File: config.mk
export PLATFORM = sky130hd
export DESIGN_NAME = shs_div
export DESIGN_NICKNAME = d
export VERILOG_FILES = /design/src/hw/rtl/shs_pkg.sv /design/src/hw/rtl/shs_div.sv
export SDC_FILE = /design/constraint.sdc
export NUM_CORES = 1
export LEC_CHECK = 0
export ABC_CLOCK_PERIOD_IN_PS = 2600
export BUFFER_PORTS_ARGS = -buffer_cell sky130_fd_sc_hd__buf_2
export CORE_MARGIN = 4
export CORE_UTILIZATION = 45
export CTS_CLUSTER_SIZE = 30
export DETAILED_ROUTE_END_ITERATION = 10
export GPL_ROUTABILITY_DRIVEN = 0
export PLACE_DENSITY_LB_ADDON = 0.25
export SYNTH_ARGS = -nofsm -noshare
export SYNTH_HDL_FRONTEND = slang
export SYNTH_SLANG_ARGS = --single-unit
export TNS_END_PERCENT = 10
File: constraint.sdc
create_clock -name clk -period 2.6 [get_ports clk]
set_input_delay 0.52 -clock clk [delete_from_list [all_inputs] [get_ports clk]]
set_output_delay 0.52 -clock clk [all_outputs]
set_load 0.1 [all_outputs]
File: src/hw/rtl/shs_pkg.sv
// shs_pkg: shared types, constants and helpers of the successive-halving scheduler
// depends on nothing; imported by shs_div, shs_cell and successive_halving_scheduler
package shs_pkg;

  localparam int KIND_W      = 2;
  localparam int ID_W        = 32;
  localparam int BUD_W       = 16;
  localparam int SCORE_W     = 32;
  localparam int SPENT_W     = 48;
  localparam int RUNG_W      = 4;
  localparam int BRK_W       = 4;
  localparam int ETA_W       = 4;
  localparam int CFG_IDX_W   = 2;
  localparam int CFG_DATA_W  = 16;
  localparam int NUM_W       = 37;
  localparam int DEN_W       = 32;
  localparam int PROD_W      = 20;
  localparam int MAX_LIST    = 64;
  localparam int CAPACITY_DEF = 64;
  localparam int TOP_LIMIT   = 15;

  localparam int ETA_RST  = 3;
  localparam int MINB_RST = 1;
  localparam int MAXB_RST = 27;

  localparam logic signed [SCORE_W-1:0] SCORE_MIN = {1'b1, {(SCORE_W-1){1'b0}}};
  localparam logic [SPENT_W-1:0] SPENT_MAX = {SPENT_W{1'b1}};

  // request kinds
  localparam logic [KIND_W-1:0] KIND_ASK   = 2'd0;
  localparam logic [KIND_W-1:0] KIND_TELL  = 2'd1;
  localparam logic [KIND_W-1:0] KIND_RESET = 2'd2;

  // configuration register indexes
  localparam logic [CFG_IDX_W-1:0] CFG_ETA  = 2'd0;
  localparam logic [CFG_IDX_W-1:0] CFG_MINB = 2'd1;
  localparam logic [CFG_IDX_W-1:0] CFG_MAXB = 2'd2;

  // one slot of the candidate row
  typedef struct packed {
    logic [ID_W-1:0]           id;
    logic signed [SCORE_W-1:0] score;
    logic                      scored;
    logic                      alive;
  } slot_t;

  typedef enum logic [2:0] {
    COP_HOLD  = 3'd0,
    COP_SHIFT = 3'd1,
    COP_PINIT = 3'd2,
    COP_RANK  = 3'd3,
    COP_MARK  = 3'd4,
    COP_PACK  = 3'd5
  } cell_op_t;

  typedef struct packed {
    cell_op_t op;
    logic     phase;
  } cell_ctl_t;

  typedef struct packed {
    logic             start;
    logic [NUM_W-1:0] numer;
    logic [DEN_W-1:0] denom;
  } div_req_t;

  typedef struct packed {
    logic             busy;
    logic             done;
    logic [NUM_W-1:0] quot;
  } div_rsp_t;

  // highest bracket index for given settings, elaboration use only
  function automatic logic [BRK_W-1:0] top_of(input int e, input int mn, input int mx);
    int v;
    int s;
    v = mn;
    s = 0;
    for (int k = 0; k < TOP_LIMIT; k++) begin
      if (v * e <= mx) begin
        v = v * e;
        s = s + 1;
      end
    end
    return BRK_W'(s);
  endfunction

  localparam logic [BRK_W-1:0] TOP_RST = top_of(ETA_RST, MINB_RST, MAXB_RST);

endpackage

File: src/hw/rtl/shs_div.sv
// shs_div: restoring divider, one quotient bit per cycle
// depends on shs_pkg (request and response structs, widths)
module shs_div (
  input  logic             clk,
  input  logic             rst_n,
  input  shs_pkg::div_req_t req,
  output shs_pkg::div_rsp_t rsp
);
  import shs_pkg::*;

  localparam int CNT_W = $clog2(NUM_W + 1);

  logic             busy_r;
  logic             done_r;
  logic [CNT_W-1:0] cnt_r;
  logic [DEN_W-1:0] rem_r;
  logic [DEN_W-1:0] den_r;
  logic [NUM_W-1:0] quot_r;
  logic [DEN_W:0]   trial;
  logic             qbit;

  // trial subtract of the next partial remainder
  always_comb begin
    trial = {rem_r, quot_r[NUM_W-1]};
    qbit  = (trial >= {1'b0, den_r});
  end

  // control
  always_ff @(posedge clk) begin
    if (!rst_n) begin
      busy_r <= 1'b0;
      done_r <= 1'b0;
      cnt_r  <= '0;
    end else begin
      done_r <= 1'b0;
      if (req.start) begin
        busy_r <= 1'b1;
        cnt_r  <= '0;
      end else if (busy_r) begin
        cnt_r <= cnt_r + CNT_W'(1);
        if (cnt_r == CNT_W'(NUM_W - 1)) begin
          busy_r <= 1'b0;
          done_r <= 1'b1;
        end
      end
    end
  end

  // datapath
  always_ff @(posedge clk) begin
    if (req.start) begin
      rem_r  <= '0;
      den_r  <= req.denom;
      quot_r <= req.numer;
    end else if (busy_r) begin
      if (qbit) begin
        rem_r <= DEN_W'(trial - {1'b0, den_r});
      end else begin
        rem_r <= trial[DEN_W-1:0];
      end
      quot_r <= {quot_r[NUM_W-2:0], qbit};
    end
  end

  assign rsp.busy = busy_r;
  assign rsp.done = done_r;
  assign rsp.quot = quot_r;

endmodule

==> impl_metrics.py <==
metrics = {
    "critical_path": {
        "critPathLaunchType": "flop",
        "crit_path_end_kind": "flop",
        "reg2reg_depth": 13,
        "cpPeakStageDelay_ns": 0.37,
        "critPathSlowestCell": "edfxtp_1",
        "r2r_start": "den_r[11]$_DFFE_PP_",
        "critical_path_arrival_ns": 3.03,
        "ff2ff_setup_slack_ns": -0.16,
        "crit_chain": "inv_2, ha_4, nand4_1, nor4_2, buf_4, nand3_4, a31oi_1, a41o_1, buf_6, o21ai_4, buf_6, a211o_1, a311oi_2",
        "cpMostUsedCell": "buf_6",
        "required_ns": 2.88,
        "crit_type": "flop to flop",
        "cp_max_fo": 4,
        "timing.rr.end": "rem_r[17]$_SDFFE_PP0P_",
    },
    "clock_tree": {
        "cts_tree": "done",
        "h-tree-depth": 3,
        "clock_latency_ns": 0.37,
        "cts_inserted_buffers": 9,
        "clk_path_buf_depth": 2,
        "cts_root_buffer": "clkbuf_16",
        "cts_hold_buf": 0,
        "clkSinkCount": 109,
        "cts.reportedPaths.clkPinSlew_ns": 0.09,
    },
    "yosys": {
        "async_flop_share_pct": 0,
        "synth_top_area_cell": "edfxtp_1",
        "synth_common_cells": "edfxtp_1 (69), nor2_1 (54), nand2_1 (50)",
        "synth.area.top_cells": "edfxtp_1 (32%), dfxtp_1 (12%), ha_1 (6.5%)",
        "synth.most_common_cell": "edfxtp_1",
        "synth_area_um2": 6550,
        "synth.ff_latch_count": 109,
        "yosys_warnings": 0,
        "synth-edff-count": 69,
        "syn_avg_cell_area_um2": 9.77,
        "synth-seq-area-share_pct": 43.9,
        "synth_cells": 670,
        "synth_top_area_share_pct": 31.6,
        "synthFlopType": "edfxtp_1",
        "synth_nets": 777,
        "synth.distinct_cells": 67,
    },
    "global_route": {
        "grt_pass1_wl_mm": 29.6,
        "grtUsageTotal_pct": 22.3,
        "grt_pass1_vias": 6086,
        "grt_max_degree": 98,
        "antenna_found_initial": 0,
        "grt_overflow_total": 0,
    },
    "min_path": {
        "min_to": "den_r[16]$_DFFE_PP_",
        "min_path_cells": 1,
        "hp-start": "req[16]",
        "hold_class": "primary input to flop",
    },
    "final_layout": {
        "area_delta_synth_final_pct": 32.9,
        "fill_cells": 1165,
        "layout.nets": 965,
        "antenna_cells": 0,
        "final_area_um2": 8700,
        "multi_input_comb_area_um2": 3640,
        "utilization_pct": 62.0,
        "drive_gt1_share_pct": 39.2,
        "ff_latch_area_um2": 2870,
    },
    "die": {
        "dieHeight_um": 129,
        "coreArea_um2": 14000,
        "die_area_um2": 16500,
        "rows": 43,
        "dieWidth_um": 129,
        "start_util_pct": 46.6,
        "pin_count": 111,
    },
    "power_and_ir_drop": {
        "vdd_drop_max_uv": 500,
        "p_leak_uw": 0.00368,
        "finalPower_uw": 5410,
        "pwr_density_cell_nw_per_um2": 621,
    },
    "drt": {
        "dr.pass1.iters": 5,
        "vias": 5965,
        "drc": 0,
        "drtIter0Drc": 485,
        "drt-vias-per-instance": 5.72,
        "drt_wl_total_mm": 18.2,
        "ant_nets": 0,
        "routedWlPerCell_um": 17.4,
    },
    "placed_design": {
        "dpl.hpwl_mm": 12.9,
        "place_area_um2": 7920,
        "port-buffer-count": 110,
    },
    "run": {
        "maxCapViolCount": 0,
    },
    "timing": {
        "drv_slew": 0,
        "relSlewSlack_pct": 37.6,
        "tightestPinTransition_ns": 0.933,
        "worst_clock_skew_ns": 0.0160,
        "clock.fmax_mhz": 363,
        "period_needed_ns": 2.76,
        "period_share_pct": 106,
        "finalWorstSetupSlack_ns": -0.157,
        "finalHoldViolCount": 0,
        "grt_setup_unrepaired": "yes",
        "setup_violations": 30,
    },
    "outcome": {
        "status": "complete, but fails checks",
        "violations": "negative setup slack",
    },
}
-- worst max path at each step --
stage                                    start                      to  slack [ns]  cells past startpoint
after CTS                  den_r[20]$_DFFE_PP_  rem_r[27]$_SDFFE_PP0P_       -0.14                     14
after global routing       den_r[14]$_DFFE_PP_  rem_r[22]$_SDFFE_PP0P_       -0.26                     13
after floorplan           quot_r[36]$_DFFE_PP_     quot_r[0]$_DFFE_PP_       -0.25                     11
after global placement     den_r[16]$_DFFE_PP_     quot_r[0]$_DFFE_PP_       -0.14                     11
after detailed placement   den_r[12]$_DFFE_PP_  rem_r[18]$_SDFFE_PP0P_       -0.24                      9
final                      den_r[11]$_DFFE_PP_  rem_r[17]$_SDFFE_PP0P_       -0.16                     13
-- registers in the layout, summed over array words and instances, names as in the netlist --
name,cells
done_r,1
busy_r,1
quot_r,37
den_r,32
rem_r,32
cnt_r,6
-- logic make-up (layout without fill, tap and decap cells) --
family / after synthesis / in the layout / synth area share, %
flops: 109 / 109 / 43.9
compound gates: 180 / 180 / 19.0
xor+xnor: 28 / 28 / 3.74
buf+inv: 91 / 284 / 6.29
simple gates: 187 / 187 / 13.5
mux: 40 / 40 / 6.82
fa+ha+maj: 35 / 35 / 6.80
-- metal layers --
layer  routed length, µm  global-route usage (%)  up-vias
met1                7690                    27.7     2855
met5                   0                       0        -
met4                 454                    7.66        0
met2                8820                    37.5      226
met3                1200                    6.02       36
li1                    -                       -     2848
-- worst max-delay path: cells and delay by family (launching register included) --
family | cells | cell delay, ns
flip-flops | 1 | 0.37
adder cells (fa/ha/maj) | 1 | 0.27
AO/OA/AOI/OAI | 5 | 0.97
buffers and inverters | 4 | 0.49
AND/OR/NAND/NOR | 3 | 0.56
-- layout make-up --
class,instances,share of cell area (%)
clock buffer,9,2.59
clock inverter,7,0.978
inverter,47,2.03
multi-input combinational,470,41.8
sequential,109,33.0
tap,180,2.59
timing repair buffer,221,17.0
-- report_power, final --
part           internal (µW)  switching, µW
clock network            693            752
registers               2000           82.6
logic                    692           1180
-- per-stage QoR --
step | instances | setup TNS (ns) | setup slack [ns] | hold WS (ns)
floorplan | 670 | -5.15 | -0.249 | 0.458
global placement | 1014 | -1.33 | -0.141 | 0.471
detailed placement | 1014 | -3.98 | -0.241 | 0.499
CTS | 1042 | -1.74 | -0.138 | 0.309
global route | 1043 | -5.87 | -0.264 | 0.315
finish | 1043 | -2.19 | -0.157 | 0.326
-- what timing repair did --
| item | 4_1_cts | 5_1_grt |
|---|---|---|
| setup endpoints to repair | 33 | 33 |
| buffers inserted | 12 | 1 |
| gates resized for setup | 53 | 23 |
| pin swaps | 27 | 18 |
-- placed cells by master (no fill, tap or decap), types with 4 or more instances in the layout --
cell and instances:
buf_12 4, nor3_1 8, nand4_1 15, o21a_1 8, clkbuf_16 9, buf_2 108
a21oi_1 34, xor2_1 12, a311oi_1 15, mux2_2 37, a21o_1 10, ha_4 13
o211ai_1 7, nand3_1 25, buf_4 100, xnor2_1 16, or3_1 4, nand2_1 46
o21bai_1 6, ha_1 21, a21oi_2 5, or2_2 5, dfxtp_1 40, o21ai_1 9
a311oi_2 4, o22ai_1 4, inv_2 6, o21ai_0 27, edfxtp_1 69, a21boi_0 7
buf_6 7, nor2_1 52, inv_1 41
No activity file was read; power rests on OpenSTA's default activity.
