===== src/hw/rtl/shs_pkg.sv =====
// shs_pkg: shared types, constants and helpers of the successive-halving scheduler
// depends on nothing; imported by shs_div, shs_cell and successive_halving_scheduler
package shs_pkg;

  localparam int KIND_W      = 2;
  localparam int ID_W        = 32;
  localparam int BUD_W       = 16;
  localparam int SCORE_W     = 32;
  localparam int SPENT_W     = 48;
  localparam int RUNG_W      = 4;
  localparam int BRK_W       = 4;
  localparam int ETA_W       = 4;
  localparam int CFG_IDX_W   = 2;
  localparam int CFG_DATA_W  = 16;
  localparam int NUM_W       = 37;
  localparam int DEN_W       = 32;
  localparam int PROD_W      = 20;
  localparam int MAX_LIST    = 64;
  localparam int CAPACITY_DEF = 64;
  localparam int TOP_LIMIT   = 15;

  localparam int ETA_RST  = 3;
  localparam int MINB_RST = 1;
  localparam int MAXB_RST = 27;

  localparam logic signed [SCORE_W-1:0] SCORE_MIN = {1'b1, {(SCORE_W-1){1'b0}}};
  localparam logic [SPENT_W-1:0] SPENT_MAX = {SPENT_W{1'b1}};

  // request kinds
  localparam logic [KIND_W-1:0] KIND_ASK   = 2'd0;
  localparam logic [KIND_W-1:0] KIND_TELL  = 2'd1;
  localparam logic [KIND_W-1:0] KIND_RESET = 2'd2;

  // configuration register indexes
  localparam logic [CFG_IDX_W-1:0] CFG_ETA  = 2'd0;
  localparam logic [CFG_IDX_W-1:0] CFG_MINB = 2'd1;
  localparam logic [CFG_IDX_W-1:0] CFG_MAXB = 2'd2;

  // one slot of the candidate row
  typedef struct packed {
    logic [ID_W-1:0]           id;
    logic signed [SCORE_W-1:0] score;
    logic                      scored;
    logic                      alive;
  } slot_t;

  typedef enum logic [2:0] {
    COP_HOLD  = 3'd0,
    COP_SHIFT = 3'd1,
    COP_PINIT = 3'd2,
    COP_RANK  = 3'd3,
    COP_MARK  = 3'd4,
    COP_PACK  = 3'd5
  } cell_op_t;

  typedef struct packed {
    cell_op_t op;
    logic     phase;
  } cell_ctl_t;

  typedef struct packed {
    logic             start;
    logic [NUM_W-1:0] numer;
    logic [DEN_W-1:0] denom;
  } div_req_t;

  typedef struct packed {
    logic             busy;
    logic             done;
    logic [NUM_W-1:0] quot;
  } div_rsp_t;

  // highest bracket index for given settings, elaboration use only
  function automatic logic [BRK_W-1:0] top_of(input int e, input int mn, input int mx);
    int v;
    int s;
    v = mn;
    s = 0;
    for (int k = 0; k < TOP_LIMIT; k++) begin
      if (v * e <= mx) begin
        v = v * e;
        s = s + 1;
      end
    end
    return BRK_W'(s);
  endfunction

  localparam logic [BRK_W-1:0] TOP_RST = top_of(ETA_RST, MINB_RST, MAXB_RST);

endpackage


===== src/hw/rtl/shs_cell.sv =====
// shs_cell: one slot of the candidate row with its rank counter and probe stage
// depends on shs_pkg (slot_t, cell_ctl_t)
module shs_cell #(
  parameter int CAPACITY = shs_pkg::CAPACITY_DEF,
  parameter int POS      = 0
) (
  input  logic                          clk,
  input  shs_pkg::cell_ctl_t            ctl,
  input  logic [$clog2(CAPACITY+1)-1:0] n_i,
  input  logic [$clog2(CAPACITY+1)-1:0] keep_i,
  input  shs_pkg::slot_t                right_i,
  input  shs_pkg::slot_t                left_i,
  input  shs_pkg::slot_t                probe_right_i,
  input  logic [$clog2(CAPACITY)-1:0]   probe_orig_right_i,
  output shs_pkg::slot_t                entry_o,
  output shs_pkg::slot_t                probe_o,
  output logic [$clog2(CAPACITY)-1:0]   probe_orig_o
);
  import shs_pkg::*;

  localparam int IW = $clog2(CAPACITY);
  localparam int CW = $clog2(CAPACITY + 1);
  localparam logic [IW-1:0] POS_I = IW'(POS);
  localparam logic [CW-1:0] POS_C = CW'(POS);
  localparam logic HAS_R = (POS < CAPACITY - 1);
  localparam logic HAS_L = (POS > 0);
  localparam logic R_PAR = 1'(POS % 2);
  localparam logic L_PAR = 1'((POS + 1) % 2);

  slot_t         entry_r;
  slot_t         probe_r;
  logic [IW-1:0] porig_r;
  logic [IW-1:0] rank_r;
  logic          probe_beats;
  logic          own_beats;
  logic          rank_inc;

  // pairwise order: scored before unscored, then higher score, ties to lower index
  always_comb begin
    if (probe_r.scored != entry_r.scored) begin
      probe_beats = probe_r.scored;
      own_beats   = entry_r.scored;
    end else begin
      probe_beats = (probe_r.score > entry_r.score);
      own_beats   = (entry_r.score > probe_r.score);
    end
    rank_inc = (CW'(porig_r) < n_i) && (porig_r != POS_I) &&
               (probe_beats || ((porig_r < POS_I) && !own_beats));
  end

  always_ff @(posedge clk) begin
    unique case (ctl.op)
      COP_HOLD: begin
      end
      COP_SHIFT: begin
        entry_r <= right_i;
      end
      COP_PINIT: begin
        probe_r <= entry_r;
        porig_r <= POS_I;
        rank_r  <= '0;
      end
      COP_RANK: begin
        if (rank_inc) begin
          rank_r <= rank_r + IW'(1);
        end
        probe_r <= probe_right_i;
        porig_r <= probe_orig_right_i;
      end
      COP_MARK: begin
        entry_r.alive <= (POS_C < n_i) && (CW'(rank_r) < keep_i);
      end
      COP_PACK: begin
        // odd-even exchange moves survivors toward the head, order kept
        if (HAS_R && (ctl.phase == R_PAR) && !entry_r.alive && right_i.alive) begin
          entry_r <= right_i;
        end else if (HAS_L && (ctl.phase == L_PAR) && !left_i.alive && entry_r.alive) begin
          entry_r <= left_i;
        end
      end
      default: begin
      end
    endcase
  end

  assign entry_o      = entry_r;
  assign probe_o      = probe_r;
  assign probe_orig_o = porig_r;

endmodule


===== config.mk =====
export PLATFORM = sky130hd
export DESIGN_NAME = shs_cell
export DESIGN_NICKNAME = d
export VERILOG_FILES = /design/src/hw/rtl/shs_pkg.sv /design/src/hw/rtl/shs_cell.sv
export SDC_FILE = /design/constraint.sdc
export NUM_CORES = 1
export LEC_CHECK = 0
export ABC_AREA = 1
export BUFFER_PORTS_ARGS = -buffer_cell sky130_fd_sc_hd__buf_2
export CELL_PAD_IN_SITES_DETAIL_PLACEMENT = 2
export CELL_PAD_IN_SITES_GLOBAL_PLACEMENT = 2
export CORE_MARGIN = 2
export CORE_UTILIZATION = 26
export CTS_BUF_LIST = sky130_fd_sc_hd__clkbuf_16
export DETAILED_ROUTE_END_ITERATION = 12
export PLACE_DENSITY_LB_ADDON = 0.3
export SLEW_MARGIN = 20
export SYNTH_ARGS = -nofsm -noshare
export SYNTH_HDL_FRONTEND = slang
export SYNTH_SLANG_ARGS = --single-unit

===== constraint.sdc =====
create_clock -name clk -period 5.1 [get_ports clk]
set_input_delay 0.255 -clock clk [delete_from_list [all_inputs] [get_ports clk]]
set_output_delay 0.255 -clock clk [all_outputs]
set_load 0.02 [all_outputs]

==> flow_metrics.env <==
export IMPL_slew_headroom_pct=27.1
export IMPL_yosysSeqAreaShare_pct=66.3
export IMPL_synthTopCellsByArea="edfxtp_1 (66%), nand2_1 (14%), ha_1 (8.1%)"
export IMPL_placed_cell_area_um2=8380
export IMPL_hpwl_mm=15.8
export IMPL_critPathKind="flip-flop to flip-flop"
export IMPL_setup_viol=0
export IMPL_irDropWorstVdd_uv=209
export IMPL_syn_avg_cell_area_um2=11.0
export IMPL_grt_overflow=0
export IMPL_die_h_um=162
export IMPL_r2r_end="rank_r[5]"
export IMPL_synth_cell_types=26
export IMPL_fin_total_pwr_uw=3010
export IMPL_ant_nets=0
export IMPL_nNetsFinal=1223
export IMPL_grt_pass1_wl_mm=34.7
export IMPL_cp_end_kind="flip-flop"
export IMPL_initial_utilization_pct=26.7
export IMPL_maxSlewViolCount=0
export IMPL_die_x_um=162
export IMPL_synth_area_leader_cell="edfxtp_1"
export IMPL_cts_clk_slew_worst_paths_ps=60
export IMPL_cts_root_buf="clkbuf_16"
export IMPL_required_ps=5190
export IMPL_yosys_register_bits=144
export IMPL_synth_warning_count=0
export IMPL_n_fill_cell=2661
export IMPL_grt_pass1_vias=6317
export IMPL_synth_top_area_share_pct=66.3
export IMPL_reg2reg_slack_ps=2730
export IMPL_power_density_nw_per_um2=314
export IMPL_crit_fanout=6
export IMPL_firstDrtPassIters=4
export IMPL_fin_setup_tns_ps=0
export IMPL_fin_area_um2=9600
export IMPL_r2r_start="entry_o[15]"
export IMPL_hold_path_class="primary input to flip-flop"
export IMPL_die_area_um2=26400
export IMPL_post_drt_wl_per_cell_um=17.5
export IMPL_drv_cap=0
export IMPL_synth_edff_count=144
export IMPL_via_per_inst=4.33
export IMPL_synthArstFlopShare_pct=0
export IMPL_period_needed_ps=2370
export IMPL_fp_row_count=57
export IMPL_hold_viol=0
export IMPL_core_area_um2=24500
export IMPL_worst_pin_slew_ps=1090
export IMPL_rsz0062_at_grt="false"
export IMPL_leakage_uw=0.00457
export IMPL_ios=361
export IMPL_clock_fmax_mhz=422
export IMPL_drc=0
export IMPL_grt_max_degree=73
export IMPL_cts_sinks=144
export IMPL_netlist_instances=593
export IMPL_routed_wl_mm=22.7
export IMPL_post_route_period_util_pct=46.4
export IMPL_layout_drive_gt1_share_pct=35.3
export IMPL_antenna_found_initial=3
export IMPL_dr_total_vias=5616
export IMPL_r2r_cells=10
export IMPL_cts_buffers=17
export IMPL_multi_input_area_um2=1870
export IMPL_cp_start_kind="flip-flop"
export IMPL_syn_area_um2=6520
export IMPL_cts_tree="yes"
export IMPL_synth_flop_cell="edfxtp_1"
export IMPL_worstPathArrival_ps=2460
export IMPL_drtIter0Drc=173
export IMPL_cts_htree_levels=4
export IMPL_critical_path_endpoint="rank_r[5]"
export IMPL_routabilityCongestion=0.713
export IMPL_cts_buffer_depth=2
export IMPL_skew_ps=15.6
export IMPL_status="finished clean"
export IMPL_clk_latency_ps=430
export IMPL_synth_nets=858
export IMPL_regArea_um2=4320
export IMPL_grtUsageTotal_pct=17.3
export IMPL_port_buffers=294
export IMPL_startpoint="entry_o[15]"
export IMPL_syn2layout_area_growth_pct=47.2
==> registers in the layout, summed over array words and instances, names as in the netlist <==
register	cells
probe_o	66
probe_orig_o	6
entry_o	66
rank_r	6
==> worst min path at each step <==
stage                 from     endpoint  depth (start not counted)
6_report       right_i[34]  entry_o[34]                          1
2_1_floorplan  right_i[10]  entry_o[10]                          0
4_1_cts        right_i[33]  entry_o[33]                          1
5_1_grt        right_i[34]  entry_o[34]                          1
3_5_place_dp   right_i[42]  entry_o[42]                          1
3_3_place_gp   right_i[65]  entry_o[65]                          1
==> power breakdown <==
group	leakage [uW]	internal [uW]	switching, uW
Clock	0.000291	698	583
Sequential	0.00134	1360	25.6
Combinational	0.00294	145	201
Total	0.00457	2200	810
==> layout by cell type (no fill, tap or decap), types with 2 or more instances in the layout <==
cell and count:
inv_8 4, nand2_1 235, a21oi_1 19, buf_2 294, buf_4 5, ha_1 42, inv_2 4, o21ai_0 5
edfxtp_1 144, o21ai_1 5, inv_1 70, dlygate4sd3_1 62, clkinv_4 3, nor3_2 2, nand4_1 4, nor3_1 4
nand3_1 7, clkbuf_16 17, diode_2 2, o21bai_1 2, nor2_1 23, inv_6 5
==> layout make-up <==
cell class,count,share of cell area [%]
Tap cell,324,4.22
Timing Repair Buffer,361,22.2
Multi-Input combinational cell,360,19.4
Clock buffer,17,4.43
Antenna cell,2,0.0521
Inverter,74,2.89
Sequential cell,144,45.0
Clock inverter,15,1.72
==> through the flow <==
step | worst slack [ps] | hold WS (ps) | util [%] | cells
floorplan | 509 | 354 | - | 593
finish | 2730 | 21.0 | 39.2 | 1297
detailed placement | 2660 | 433 | 34.3 | 1201
global route | 2390 | 4.73 | 39.2 | 1295
CTS | 2600 | 3.11 | 39.2 | 1295
global placement | 2700 | 432 | 34.3 | 1201
==> critical path, cell delays in order, from the launching register on <==
cell and delay, ps:
edfxtp_1 430, ha_1 340, a21oi_1 190, o21ai_0 150
a21oi_1 150, nand2_1 120, nand2_1 90, nand3_1 70
nand3_1 130, nand3_1 100, nand2_1 280
==> kinds of logic (layout without fill, tap and decap cells) <==
family | count (synthesis) | after routing | share of synthesized area [%]
buffers and inverters | 89 | 467 | 5.43
and+or+nand+nor | 281 | 281 | 17.0
xor gates and xnor gates | 1 | 1 | 0.134
adders and majority gates | 42 | 42 | 8.06
other | 0 | 2 | 0
AOI/OAI and AO/OA | 36 | 36 | 3.11
DFF | 144 | 144 | 66.3
==> cells in the mapped netlist, types with 2 or more instances <==
cell	instances
a21oi_1	20
buf_2	13
edfxtp_1	144
ha_1	42
inv_1	70
inv_2	4
nand2_1	236
nand3_1	7
nand4_1	4
nor2_1	23
nor2_2	2
nor3_1	4
nor3_2	2
o21ai_0	5
o21ai_1	5
o21bai_1	2
==> per-layer routing <==
metal  track usage [%]  vias to the layer above  part of all wire [%]
met1              18.4                     2701                    38
met2              31.8                      204                    51
li1                  -                     2694                     -
met3              7.00                       15                   9.0
met4              4.34                        2                   1.2
met5                 0                        -                 0.057
==> what timing repair did <==
action	CTS	global route
hold buffers	62	0
resized for setup	0	0
setup buffers	0	0
setup endpoints to repair	0	0
hold endpoints to repair	62	0
Power figures use the tool's default switching activity.
